`src/rtl/core/id3fw_pkg.sv`:
```
// ----------------------------------------------------------------------------
// id3fw_pkg
// Shared types and constants for the ID3v2 frame walker.
// ----------------------------------------------------------------------------
package id3fw_pkg;

    // Width of byte offsets and of the region length.
    localparam int OFFSET_BITS = 28;
    // Frame size including the header: a 32-bit size plus a header length.
    localparam int SIZE_W      = 33;
    // Wide enough for a frame start plus a full frame size.
    localparam int LIMIT_W     = 34;
    localparam int CFG_W       = 32;
    localparam int CFG_IDX_W   = 2;

    localparam logic [3:0] HLEN_SHORT = 4'd6;   // v2.2 header bytes
    localparam logic [3:0] HLEN_LONG  = 4'd10;  // v2.3 and v2.4 header bytes
    localparam logic [3:0] IDLEN_SHORT = 4'd3;
    localparam logic [3:0] IDLEN_LONG  = 4'd4;
    localparam logic [3:0] HIDX_MAX    = 4'd15;

    localparam logic [15:0] SKIP_FLAGS_V23 = 16'h00c0;
    localparam logic [15:0] SKIP_FLAGS_V24 = 16'h000c;
    localparam logic [31:0] SYNCSAFE_HIGH  = 32'h80808080;

    // Register indexes of the configuration port.
    localparam logic [CFG_IDX_W-1:0] CFG_TAG_VERSION   = 2'd0;
    localparam logic [CFG_IDX_W-1:0] CFG_REGION_LENGTH = 2'd1;
    localparam logic [CFG_IDX_W-1:0] CFG_TARGET_ID     = 2'd2;
    localparam logic [CFG_IDX_W-1:0] CFG_MATCH_ANY     = 2'd3;

    // Tag version codes; code 3 behaves as v2.4.
    localparam logic [1:0] VER_22 = 2'd0;
    localparam logic [1:0] VER_23 = 2'd1;
    localparam logic [1:0] VER_24 = 2'd2;

    typedef enum logic [2:0] {
        ST_MATCH     = 3'd0,
        ST_PADDING   = 3'd1,
        ST_ZERO_SIZE = 3'd2,
        ST_PARTIAL   = 3'd3,
        ST_SYNCSAFE  = 3'd4,
        ST_NO_ROOM   = 3'd5
    } status_t;

    typedef enum logic [1:0] {
        PH_HEADER  = 2'd0,
        PH_PAYLOAD = 2'd1,
        PH_DONE    = 2'd2
    } phase_t;

    typedef struct packed {
        logic [1:0]             tag_version;
        logic [OFFSET_BITS-1:0] region_length;
        logic [31:0]            target_id;
        logic                   match_any;
    } cfg_t;

    typedef struct packed {
        phase_t                 phase;
        logic [OFFSET_BITS-1:0] position;
        logic [OFFSET_BITS-1:0] frame_start;
        logic [3:0]             header_index;
        logic [31:0]            id_shift;      // frame ID bytes
        logic [47:0]            sf_shift;      // size and flag bytes
        logic [31:0]            payload_remaining;
    } walk_state_t;

    typedef struct packed {
        status_t                status;
        logic [OFFSET_BITS-1:0] frame_offset;
        logic [OFFSET_BITS-1:0] payload_offset;
        logic [SIZE_W-1:0]      frame_size;
        logic [31:0]            frame_id;
        logic [15:0]            frame_flags;
    } result_t;

endpackage

```
`src/rtl/core/id3fw_cfg.sv`:
```
// ----------------------------------------------------------------------------
// id3fw_cfg
// Configuration register file of the frame walker, written by index.
// ----------------------------------------------------------------------------
module id3fw_cfg
    import id3fw_pkg::*;
(
    input  logic                 aclk,
    input  logic                 aresetn,
    input  logic                 cfg_wr_en,
    input  logic [CFG_IDX_W-1:0] cfg_index,
    input  logic [CFG_W-1:0]     cfg_wdata,
    output cfg_t                 cfg
);

    cfg_t cfg_reg;
    cfg_t cfg_next;

    always_comb begin
        cfg_next = cfg_reg;
        if (cfg_wr_en) begin
            unique case (cfg_index)
                CFG_TAG_VERSION:   cfg_next.tag_version   = cfg_wdata[1:0];
                CFG_REGION_LENGTH: cfg_next.region_length = cfg_wdata[OFFSET_BITS-1:0];
                CFG_TARGET_ID:     cfg_next.target_id     = cfg_wdata[31:0];
                CFG_MATCH_ANY:     cfg_next.match_any     = cfg_wdata[0];
                default: ;
            endcase
        end
    end

    always_ff @(posedge aclk) begin
        if (!aresetn) begin
            cfg_reg.tag_version   <= VER_24;
            cfg_reg.region_length <= '0;
            cfg_reg.target_id     <= '0;
            cfg_reg.match_any     <= 1'b1;
        end else begin
            cfg_reg <= cfg_next;
        end
    end

    assign cfg = cfg_reg;

endmodule

```
`src/rtl/core/id3fw_step.sv`:
```
// ----------------------------------------------------------------------------
// id3fw_step
// Next-state and result logic for one tag byte of the frame walk.
// ----------------------------------------------------------------------------
module id3fw_step
    import id3fw_pkg::*;
(
    input  cfg_t        cfg,
    input  walk_state_t cur,
    input  logic [7:0]  data_byte,
    output walk_state_t nxt,
    output logic        res_valid,
    output result_t     res
);

    logic                   v22;
    logic                   v23;
    logic [3:0]             hlen;
    logic [3:0]             idlen;
    logic [OFFSET_BITS:0]   room_sum;
    logic                   no_room;
    logic [OFFSET_BITS-1:0] pos_inc;
    logic [OFFSET_BITS-1:0] start;
    logic [31:0]            id_base;
    logic [47:0]            sf_base;
    logic [31:0]            id_new;
    logic [47:0]            sf_new;
    logic                   hdr_more;
    logic [31:0]            id_val;
    logic [15:0]            flags;
    logic [31:0]            raw;
    logic [31:0]            base;
    logic                   bad_sync;
    logic [SIZE_W-1:0]      total;
    logic [LIMIT_W-1:0]     fit_sum;
    logic                   partial;
    logic [OFFSET_BITS-1:0] po;
    logic                   skip;
    logic                   hit;
    logic [31:0]            rem_dec;

    always_comb begin
        v22      = (cfg.tag_version == VER_22);
        v23      = (cfg.tag_version == VER_23);
        hlen     = v22 ? HLEN_SHORT : HLEN_LONG;
        idlen    = v22 ? IDLEN_SHORT : IDLEN_LONG;
        pos_inc  = cur.position + OFFSET_BITS'(1);
        room_sum = (OFFSET_BITS+1)'(cur.position) + (OFFSET_BITS+1)'(hlen);
        no_room  = (cur.header_index == '0)
                && (room_sum > (OFFSET_BITS+1)'(cfg.region_length));

        // A new header starts from cleared shift registers.
        start   = (cur.header_index == '0) ? cur.position : cur.frame_start;
        id_base = (cur.header_index == '0) ? '0 : cur.id_shift;
        sf_base = (cur.header_index == '0) ? '0 : cur.sf_shift;
        id_new  = id_base;
        sf_new  = sf_base;
        if (cur.header_index < idlen) begin
            id_new = {id_base[23:0], data_byte};
        end else begin
            sf_new = {sf_base[39:0], data_byte};
        end
        hdr_more = (5'(cur.header_index) + 5'd1) < 5'(hlen);

        // Decode of the completed header.
        id_val   = v22 ? {8'h00, id_new[23:0]} : id_new;
        flags    = v22 ? 16'h0000 : sf_new[15:0];
        raw      = v22 ? {8'h00, sf_new[23:0]} : sf_new[47:16];
        bad_sync = !v22 && !v23 && ((raw & SYNCSAFE_HIGH) != '0);
        base     = (v22 || v23) ? raw
                 : {4'h0, raw[30:24], raw[22:16], raw[14:8], raw[6:0]};
        total    = SIZE_W'(base) + SIZE_W'(hlen);
        fit_sum  = LIMIT_W'(start) + LIMIT_W'(total);
        partial  = fit_sum > LIMIT_W'(cfg.region_length);
        po       = start + OFFSET_BITS'(hlen);
        skip     = v22 ? 1'b0
                 : v23 ? ((flags & SKIP_FLAGS_V23) != '0)
                 : ((flags & SKIP_FLAGS_V24) != '0);
        hit      = cfg.match_any
                || (id_val == (v22 ? {8'h00, cfg.target_id[23:0]} : cfg.target_id));

        rem_dec  = (cur.payload_remaining != '0) ? cur.payload_remaining - 32'd1
                                                 : cur.payload_remaining;

        nxt       = cur;
        res_valid = 1'b0;
        res       = '0;
        res.status = ST_MATCH;

        unique case (cur.phase)
            PH_PAYLOAD: begin
                nxt.position          = pos_inc;
                nxt.payload_remaining = rem_dec;
                if (rem_dec == '0) begin
                    nxt.phase        = PH_HEADER;
                    nxt.header_index = '0;
                end
            end
            PH_HEADER: begin
                if (no_room) begin
                    nxt.phase          = PH_DONE;
                    res_valid          = 1'b1;
                    res.status         = ST_NO_ROOM;
                    res.frame_offset   = cur.position;
                    res.payload_offset = room_sum[OFFSET_BITS-1:0];
                end else begin
                    nxt.frame_start = start;
                    nxt.id_shift    = id_new;
                    nxt.sf_shift    = sf_new;
                    nxt.position    = pos_inc;
                    if (hdr_more) begin
                        if (cur.header_index < HIDX_MAX) begin
                            nxt.header_index = cur.header_index + 4'd1;
                        end
                    end else begin
                        nxt.header_index   = '0;
                        res.frame_offset   = start;
                        res.payload_offset = po;
                        res.frame_id       = id_val;
                        res.frame_flags    = flags;
                        priority if (id_val == '0) begin
                            nxt.phase  = PH_DONE;
                            res_valid  = 1'b1;
                            res.status = ST_PADDING;
                        end else if (bad_sync) begin
                            nxt.phase  = PH_DONE;
                            res_valid  = 1'b1;
                            res.status = ST_SYNCSAFE;
                        end else if (base == '0) begin
                            nxt.phase  = PH_DONE;
                            res_valid  = 1'b1;
                            res.status = ST_ZERO_SIZE;
                        end else if (partial) begin
                            nxt.phase      = PH_DONE;
                            res_valid      = 1'b1;
                            res.status     = ST_PARTIAL;
                            res.frame_size = total;
                        end else begin
                            nxt.phase             = PH_PAYLOAD;
                            nxt.payload_remaining = base;
                            res_valid             = !skip && hit;
                            res.status            = ST_MATCH;
                            res.frame_size        = total;
                        end
                    end
                end
            end
            default: ;
        endcase
    end

endmodule

```
`src/rtl/core/id3v2_frame_walker_top.sv`:
```
// ----------------------------------------------------------------------------
// id3v2_frame_walker_top
// Walks the frames of an ID3v2 tag body one byte per transfer and reports
// matching frames and the status that ends the walk.
// ----------------------------------------------------------------------------
//
//   Channel   Direction  Handshake           Payload
//   s_        in         s_valid / s_ready   s_data_byte (one tag body byte)
//   m_        out        m_valid / m_ready   m_status, offsets, size, ID, flags
//   cfg_      in         cfg_wr_en           cfg_index, cfg_wdata (no read-back)
//
// One byte is taken per clock cycle when the result side keeps up. A byte
// is held in the input register and its result, if any, is loaded into the
// output register when the byte is processed, from which the result can
// itself be transferred. The input register refills while a finished result
// waits, so a stall on the result side only holds the block once both
// registers are full. Reset (aresetn low at a rising edge of aclk) restores
// the register defaults and the start of a walk.
// ----------------------------------------------------------------------------
module id3v2_frame_walker_top
    import id3fw_pkg::*;
(
    input  logic                   aclk,
    input  logic                   aresetn,

    input  logic                   cfg_wr_en,
    input  logic [CFG_IDX_W-1:0]   cfg_index,
    input  logic [CFG_W-1:0]       cfg_wdata,

    input  logic                   s_valid,
    output logic                   s_ready,
    input  logic [7:0]             s_data_byte,

    output logic                   m_valid,
    input  logic                   m_ready,
    output logic [2:0]             m_status,
    output logic [OFFSET_BITS-1:0] m_frame_offset,
    output logic [OFFSET_BITS-1:0] m_payload_offset,
    output logic [SIZE_W-1:0]      m_frame_size,
    output logic [31:0]            m_frame_id,
    output logic [15:0]            m_frame_flags
);

    cfg_t        cfg;
    walk_state_t state_reg;
    walk_state_t state_next;
    logic        in_valid_reg;
    logic [7:0]  in_byte_reg;
    logic        out_valid_reg;
    result_t     out_reg;
    logic        res_valid;
    result_t     res;
    logic        advance;

    // Configuration registers take effect at once on the walk logic.
    id3fw_cfg u_cfg (
        .aclk      (aclk),
        .aresetn   (aresetn),
        .cfg_wr_en (cfg_wr_en),
        .cfg_index (cfg_index),
        .cfg_wdata (cfg_wdata),
        .cfg       (cfg)
    );

    // The step logic sees the held byte and the walk state and gives the
    // next state together with at most one result.
    id3fw_step u_step (
        .cfg       (cfg),
        .cur       (state_reg),
        .data_byte (in_byte_reg),
        .nxt       (state_next),
        .res_valid (res_valid),
        .res       (res)
    );

    // The held byte is processed whenever the output register is free or is
    // being emptied in the same cycle.
    assign advance = in_valid_reg && (!out_valid_reg || m_ready);
    assign s_ready = !in_valid_reg || advance;

    always_ff @(posedge aclk) begin
        if (!aresetn) begin
            in_valid_reg <= 1'b0;
        end else begin
            if (s_ready) begin
                in_valid_reg <= s_valid;
            end
        end
    end

    always_ff @(posedge aclk) begin
        if (s_valid && s_ready) begin
            in_byte_reg <= s_data_byte;
        end
    end

    // Walk state: position, header gathering and payload countdown.
    always_ff @(posedge aclk) begin
        if (!aresetn) begin
            state_reg <= '{phase: PH_HEADER, default: '0};
        end else if (advance) begin
            state_reg <= state_next;
        end
    end

    // Output register: loaded when a processed byte yields a result,
    // emptied when the downstream side completes a transfer.
    always_ff @(posedge aclk) begin
        if (!aresetn) begin
            out_valid_reg <= 1'b0;
        end else begin
            if (advance && res_valid) begin
                out_valid_reg <= 1'b1;
            end else if (m_ready) begin
                out_valid_reg <= 1'b0;
            end
        end
    end

    always_ff @(posedge aclk) begin
        if (advance && res_valid) begin
            out_reg <= res;
        end
    end

    assign m_valid          = out_valid_reg;
    assign m_status         = out_reg.status;
    assign m_frame_offset   = out_reg.frame_offset;
    assign m_payload_offset = out_reg.payload_offset;
    assign m_frame_size     = out_reg.frame_size;
    assign m_frame_id       = out_reg.frame_id;
    assign m_frame_flags    = out_reg.frame_flags;

endmodule

```
`config.mk`:
```
export PLATFORM = sky130hd
export DESIGN_NAME = id3v2_frame_walker_top
export DESIGN_NICKNAME = d
export VERILOG_FILES = /design/src/rtl/core/id3fw_pkg.sv /design/src/rtl/core/id3fw_cfg.sv /design/src/rtl/core/id3fw_step.sv /design/src/rtl/core/id3v2_frame_walker_top.sv
export SDC_FILE = /design/constraint.sdc
export NUM_CORES = 1
export LEC_CHECK = 0
export BUFFER_PORTS_ARGS = -buffer_cell sky130_fd_sc_hd__buf_2
export CORE_UTILIZATION = 45
export CTS_CLUSTER_DIAMETER = 40
export DETAILED_ROUTE_END_ITERATION = 7
export PLACE_DENSITY = 0.6
export SETUP_SLACK_MARGIN = 0.2
export SLEW_MARGIN = 10
export SYNTH_ARGS = -nofsm -noshare
export SYNTH_HDL_FRONTEND = slang
export SYNTH_SLANG_ARGS = --single-unit
```
`constraint.sdc`:
```
create_clock -name aclk -period 38.9 [get_ports aclk]
set_clock_uncertainty 0.1 [all_clocks]
set_input_delay 1.945 -clock aclk [delete_from_list [all_inputs] [get_ports aclk]]
set_output_delay 1.945 -clock aclk [all_outputs]
set_load 0.05 [all_outputs]
```
# Word-level counts from Yosys, hierarchy flattened
# Index checks and enable logic that the tools add are counted.
[word_totals] inputBits=47 output_inout_bits=142 register_bits=387 word_cells=146
[op_classes] addsub=8 mux=52 n_eq_ne=15 bitwise=2 magnitude_cmp=5 reduce_logical=42
[op_table] op="$mux W32" count=12
[op_table] op="$mux W172" count=1
[op_table] op="$mux W140" count=1
[op_table] op="$mux W33" count=3
[op_table] op="$logic_not A32 Y1" count=3
[op_table] op="$mux W48" count=2
[op_table] op="$pmux W32 S2" count=1
[op_table] op="$reduce_bool A32 Y1" count=2
[op_table] op="$pmux W30 S2" count=1
[op_table] op="$mux W59" count=1
[op_table] op="$add A28 B33 Y34" count=1
[op_table] op="$gt A34 B28 Y1" count=1
[op_table] op="$add A32 B4 Y33" count=1
[op_table] op="$eq A32 B32 Y1" count=1
[op_table] op="$reduce_bool A16 Y1" count=2
[op_table] op="$sub A32 B1 Y32 const B" count=1
[op_table] op="$add A28 B4 Y29" count=1
[op_table] op="$gt A29 B28 Y1" count=1
[op_table] op="$add A28 B1 Y28 const B" count=1
[op_table] op="$add A28 B4 Y28" count=1
[op_table] op="$mux W28" count=1
[op_table] op="$mux W2" count=9
[op_table] op="$mux W16" count=1
[op_table] op="$mux W4" count=4
[op_table] op="other kinds (30)" count=71

# Longest topological paths before layout
[logic_depth] depth_word=19 depth_mapped=46 depth_no_buf=37

# Hierarchy
# Synthesis repeated with hierarchy kept, for this count alone.
[hier_totals] cells_unflattened=3079 hier_area_um2=25949.9
[by_module_without_submodules] mod="id3fw_step" area_per_inst_um2=12031.5 n_inst=1 seq_area_each_um2=0.0 cells_per_inst=1920
[by_module_without_submodules] mod="id3v2_frame_walker_top" area_per_inst_um2=11499.8 n_inst=1 seq_area_each_um2=7967.6 cells_per_inst=915
[by_module_without_submodules] mod="id3fw_cfg" area_per_inst_um2=2418.6 n_inst=1 seq_area_each_um2=1261.2 cells_per_inst=244

# Worst setup path before layout
# OpenSTA, ideal clock, no wires.
[synth_timing] path_kind="flip-flop to flip-flop" start="register u_cfg.cfg_reg (netlist bit u_cfg.cfg[61])" end="register out_reg (netlist bit m_frame_flags[0]) (enable)" period_less_slack_ns=15.202 arrival_ns=14.419 stages_incl_launch_ff=43 t_required_ns=38.117 path_slack_ns=23.698 setup_ns=0.683 path_buffers=8 path_cell_list="dfxtp_1 buf_4 or2_2 clkbuf_1 buf_2 buf_1 clkbuf_1 ha_1 o311a_1 buf_4 nor2_8 buf_2 buf_1 mux2i_1 o22ai_1 ha_1 o22ai_1 and2_1 (+7 left out) a21bo_2 a21boi_0 o21a_1 o21ai_0 nand2b_1 a21oi_1 xnor2_1 ha_1 nand3_1 nor3_1 o32a_1 a21oi_1 a31oi_1 a21oi_1 o2111ai_1 a21oi_1 nand2b_1 a21oi_1"
[synth_via] elab_cells_between_ends=43 classes_between="3 x add/sub; 4 x order compare; 2 x eq/ne; 18 x mux; 16 x reduce/logical"
[synth_lines] element="start, declared" line_no="id3fw_cfg.sv:16" rtl="cfg_t cfg_reg;"
[synth_lines] element="start signal, assigned" line_no="id3fw_cfg.sv:39" rtl="cfg_reg <= cfg_next;"
[synth_lines] element="$logic_not A2 Y1" line_no="id3fw_step.sv:43" rtl="v22 = (cfg.tag_version == VER_22);"
[synth_lines] element="$mux W3" line_no="id3fw_step.sv:46" rtl="idlen = v22 ? IDLEN_SHORT : IDLEN_LONG;"
[synth_lines] element="$lt A4 B4 Y1" line_no="id3fw_step.sv:58" rtl="if (cur.header_index < idlen) begin"
[synth_lines] element="$mux W48" line_no="id3fw_step.sv:58"
[synth_lines] element="$mux W32" line_no="id3fw_step.sv:68" rtl="raw = v22 ? {8'h00, sf_new[23:0]} : sf_new[47:16];"
[synth_lines] element="$mux W32" line_no="id3fw_step.sv:70" rtl="base = (v22 || v23) ? raw"
[synth_lines] element="$add A32 B4 Y33 *" line_no="id3fw_step.sv:72" rtl="total = SIZE_W'(base) + SIZE_W'(hlen);"
[synth_lines] element="named net u_step.total[7]" line_no="id3fw_step.sv:34" rtl="logic [SIZE_W-1:0] total;"
[synth_lines] element="(+2 left out)"
[synth_lines] element="$mux W1 *" line_no="id3fw_step.sv:133" rtl="end else if (partial) begin"
[synth_lines] element="$mux W1 *" line_no="id3fw_step.sv:129" rtl="end else if (base == '0) begin"
[synth_lines] element="$mux W1 *" line_no="id3fw_step.sv:125" rtl="end else if (bad_sync) begin"
[synth_lines] element="$mux W1 *" line_no="id3fw_step.sv:121" rtl="priority if (id_val == '0) begin"
[synth_lines] element="$mux W1 *" line_no="id3fw_step.sv:111" rtl="if (hdr_more) begin"
[synth_lines] element="$mux W1 *" line_no="id3fw_step.sv:100" rtl="if (no_room) begin"
[synth_lines] element="$mux W1 *" line_no="id3fw_step.sv:90" rtl="unique case (cur.phase)"
[synth_lines] element="$logic_and A1 B1 Y1 *" line_no="id3v2_frame_walker_top.sv:121" rtl="if (advance && res_valid) begin"
[synth_lines] element="end signal, assigned" line_no="id3v2_frame_walker_top.sv:122" rtl="out_reg <= res;"
[synth_lines] element="end, declared" line_no="id3v2_frame_walker_top.sv:50" rtl="result_t out_reg;"
# The timed path passes the listed nets; every way through them passes the cells marked *.
# A chain may end at the register's enable or synchronous reset.

# Worst setup path in the final report
[layout_timing] start="register u_cfg.cfg_reg (netlist bit u_cfg.cfg[61])" end="register out_reg (netlist bit m_payload_offset[16]) (enable)"
[layout_via] elab_cells_between_ends=43 classes_between="3 x add/sub; 4 x order compare; 2 x eq/ne; 18 x mux; 16 x reduce/logical"
[layout_lines] element="$logic_not A2 Y1 *" line_no="id3fw_step.sv:43"
[layout_lines] element="$mux W3" line_no="id3fw_step.sv:46"
[layout_lines] element="$lt A4 B4 Y1" line_no="id3fw_step.sv:58"
[layout_lines] element="$mux W48" line_no="id3fw_step.sv:58"
[layout_lines] element="$mux W32 *" line_no="id3fw_step.sv:68"
[layout_lines] element="$mux W32 *" line_no="id3fw_step.sv:70"
[layout_lines] element="$add A32 B4 Y33 *" line_no="id3fw_step.sv:72"
[layout_lines] element="named net u_step.total[1]" line_no="id3fw_step.sv:34"
[layout_lines] element="(+2 left out)"
[layout_lines] element="$mux W1 *" line_no="id3fw_step.sv:133"
[layout_lines] element="$mux W1 *" line_no="id3fw_step.sv:129"
[layout_lines] element="$mux W1 *" line_no="id3fw_step.sv:125"
[layout_lines] element="$mux W1 *" line_no="id3fw_step.sv:121"
[layout_lines] element="$mux W1 *" line_no="id3fw_step.sv:111"
[layout_lines] element="$mux W1 *" line_no="id3fw_step.sv:100"
[layout_lines] element="$mux W1 *" line_no="id3fw_step.sv:90"
[layout_lines] element="$logic_and A1 B1 Y1 *" line_no="id3v2_frame_walker_top.sv:121"
# Marks and branches as above.

==> flow_summary.toml <==
[floorplan]
initial_utilization = 0.460
core_um2 = 50600
die_w_um = 229
pin_count = 189
dieArea_um2 = 52600
rows = 82
die_h_um = 229

[synthesis]
syn-instance-count = 2752
synth_seq_area_share = 0.396
synthesis.yosys.warnings = 0
ys_async_sr_fraction = 0
synth_top_area_frac = 0.206
synth_area_leader_cell = "dfxtp_1"
syn_area_per_cell_um2 = 8.45
synthMostInstantiatedCell = "nand2_1"
synthFlopType = "dfxtp_1"
netlist_area_um2 = 23200
synth_edf_count = 147
syn_nets = 2902
ys_ff_latch = 386
synthTopCellsByCount = "nand2_1 (361), nor2_1 (295), a21oi_1 (242)"
synth_area_leaders = "dfxtp_1 (21%), edfxtp_1 (19%), nand2_1 (5.8%)"
synth_cell_types = 94

[placement]
place_congestion = 0.965
place_ws_ps = 26930
io_buffers = 188
hpwl_um = 61400

[routing]
drt-total-wl_um = 84300
ant_nets = 0
vias = 21700
post_drt_wl_per_cell_um = 23.5
drtIter0Drc = 2007
remaining_drc_errors = 0
first_pass_iters = 7
vias_per_cell = 6.05

[sta]
slew_viol_final = 0
fin_setup_tns_ps = 0
worst_slack_ps = 26600
worst_pin_slew_ps = 1350
rsz0062_at_grt = "false"
hold_viol_final = 0
post-route-period-util = 0.316
slew_headroom = 0.103
whs_ps = 357
period_minus_slack_ps = 12300
fmax_ghz = 0.0813
setup_viol = 0

[grt]
grt_pass1_vias = 20500
grt_max_degree = 98
grtUsageTotal = 0.314
grt_overflow_total = 0
antenna_found_initial = 1
grt_pass1_wl_um = 126000

[critical_path]
crit_required_ps = 39030
crit_top_cell = "a21oi_1"
critPathTopFamily = "compound AO/OA/AOI/OAI gates"
start_kind = "flop"
crit_buf_inv = 6
arrival_ps = 12430
worstSetupPathType = "flop to flop"
critPathMaxFanout = 62
cpPeakStageDelay_ps = 770
cp-end-kind = "flop"
slowest_stage = "a2111oi_2"

[clock_tree]
post_cts_buffers = 0
clk_transition_reported_paths_ps = 50
cts_tree = "yes"
hold_buffers = 0
insertion_delay_ps = 620
ctsResizeCount = 0
numCtsBuffers = 68
htreeDepth = 3
numClockSinks = 386
cts_root_buffer = "clkbuf_16"
clockBufferDepth = 3

[power_and_ir_drop]
ir_worst_vdd_mv = 0.0384
p_leak_uw = 0.0104
power_density_nw_per_um2 = 52.7

[status]
status = "complete, no violations"

[final_layout]
num-nets-final = 3010
syn2layout_area_growth_pct = 16.0
largest_reg_flops = 174
antenna_cells = 0
drive_gt1_frac = 0.142

[hold_path]
worstHoldPathType = "flop to flop"

[job]
cap_viol_max_count = 0
-- metrics by stage --
stage / cell area, µm² / power (µW) / cells / util
2_1_floorplan: 23200 / 721 / 2752 / -
3_3_place_gp: 24600 / 808 / 3462 / 0.487
3_5_place_dp: 24600 / 811 / 3462 / 0.487
4_1_cts: 27000 / 1420 / 3588 / 0.533
5_1_grt: 27000 / 1470 / 3588 / 0.533
6_report: 27000 / 1420 / 3588 / 0.533
-- where the power goes --
part	internal, µW	switching (µW)
logic	104	251
registers	441	15.3
clock network	384	226
-- placed cells by master (no fill, tap or decap), types with 9 or more instances in the layout --
master     count
or4_1         11
clkbuf_16     70
buf_2        188
o21ai_0      113
nand3b_1      16
and2_1        22
edfxtp_1     147
a22o_1        18
a22oi_1       80
xnor2_1      101
dfxtp_1      238
mux2i_1       57
nor3_1        71
nor2b_1       22
inv_1         76
nand3_1       75
a31oi_1        9
or2_2         12
or3_1         18
and3_1        55
a211oi_1      34
nand4_1       43
nor4_1        28
inv_6         10
xor2_1        63
o211ai_1      18
nand2b_1      11
o31ai_1       12
a21o_1        22
o22ai_1       10
nand2_1      360
ha_1         100
a21oi_1      241
mux2_2        17
o21a_1        18
buf_4         38
nor2_1       290
-- cell type report --
class	count	area, µm²
fill	4784	23600
tap	672	841
timing repair buffer	226	1230
clock buffer	79	1820
inverter	78	298
sequential	386	9200
multi-input combinational	2100	13000
clock inverter	47	538
-- layer usage --
layer / global-route usage / vias to the layer above / share of wire
met5: 0 / - / 0
met4: 0.134 / 0 / 0.043
met3: 0.0463 / 184 / 0.059
met2: 0.494 / 850 / 0.45
met1: 0.429 / 10600 / 0.44
li1: - / 10100 / -
-- logic make-up after synthesis --
group	after synthesis	synth area share
AND/OR/NAND/NOR	1078	0.218
buffers and inverters	266	0.0464
adder cells (fa/ha/maj)	103	0.0564
flip-flops	386	0.396
XOR/XNOR	164	0.0618
AO/OA/AOI/OAI	681	0.189
multiplexers	74	0.0328
-- worst register-to-register path, delay by kind of cell, from the launching register on --
| family | cells | cell delay, ps |
|---|---|---|
| simple gates | 10 | 2350 |
| xor+xnor | 2 | 290 |
| compound gates | 18 | 5080 |
| fa+ha+maj | 4 | 1290 |
| flops | 1 | 310 |
| buf+inv | 6 | 2410 |
-- final timing paths --
| path | from | endpoint | slack, ps | cells after the start |
|---|---|---|---|---|
| worst max-delay path | u_cfg.cfg[61] | m_payload_offset[16] | 26600 | 40 |
| worst min-delay path | u_cfg.cfg[38] | u_cfg.cfg[38] | 360 | 2 |
| worst max register to register | u_cfg.cfg[61] | m_payload_offset[16] | 26600 | 40 |
| worst min register to register | u_cfg.cfg[38] | u_cfg.cfg[38] | 360 | 2 |
Power figures use the tool's default switching activity.
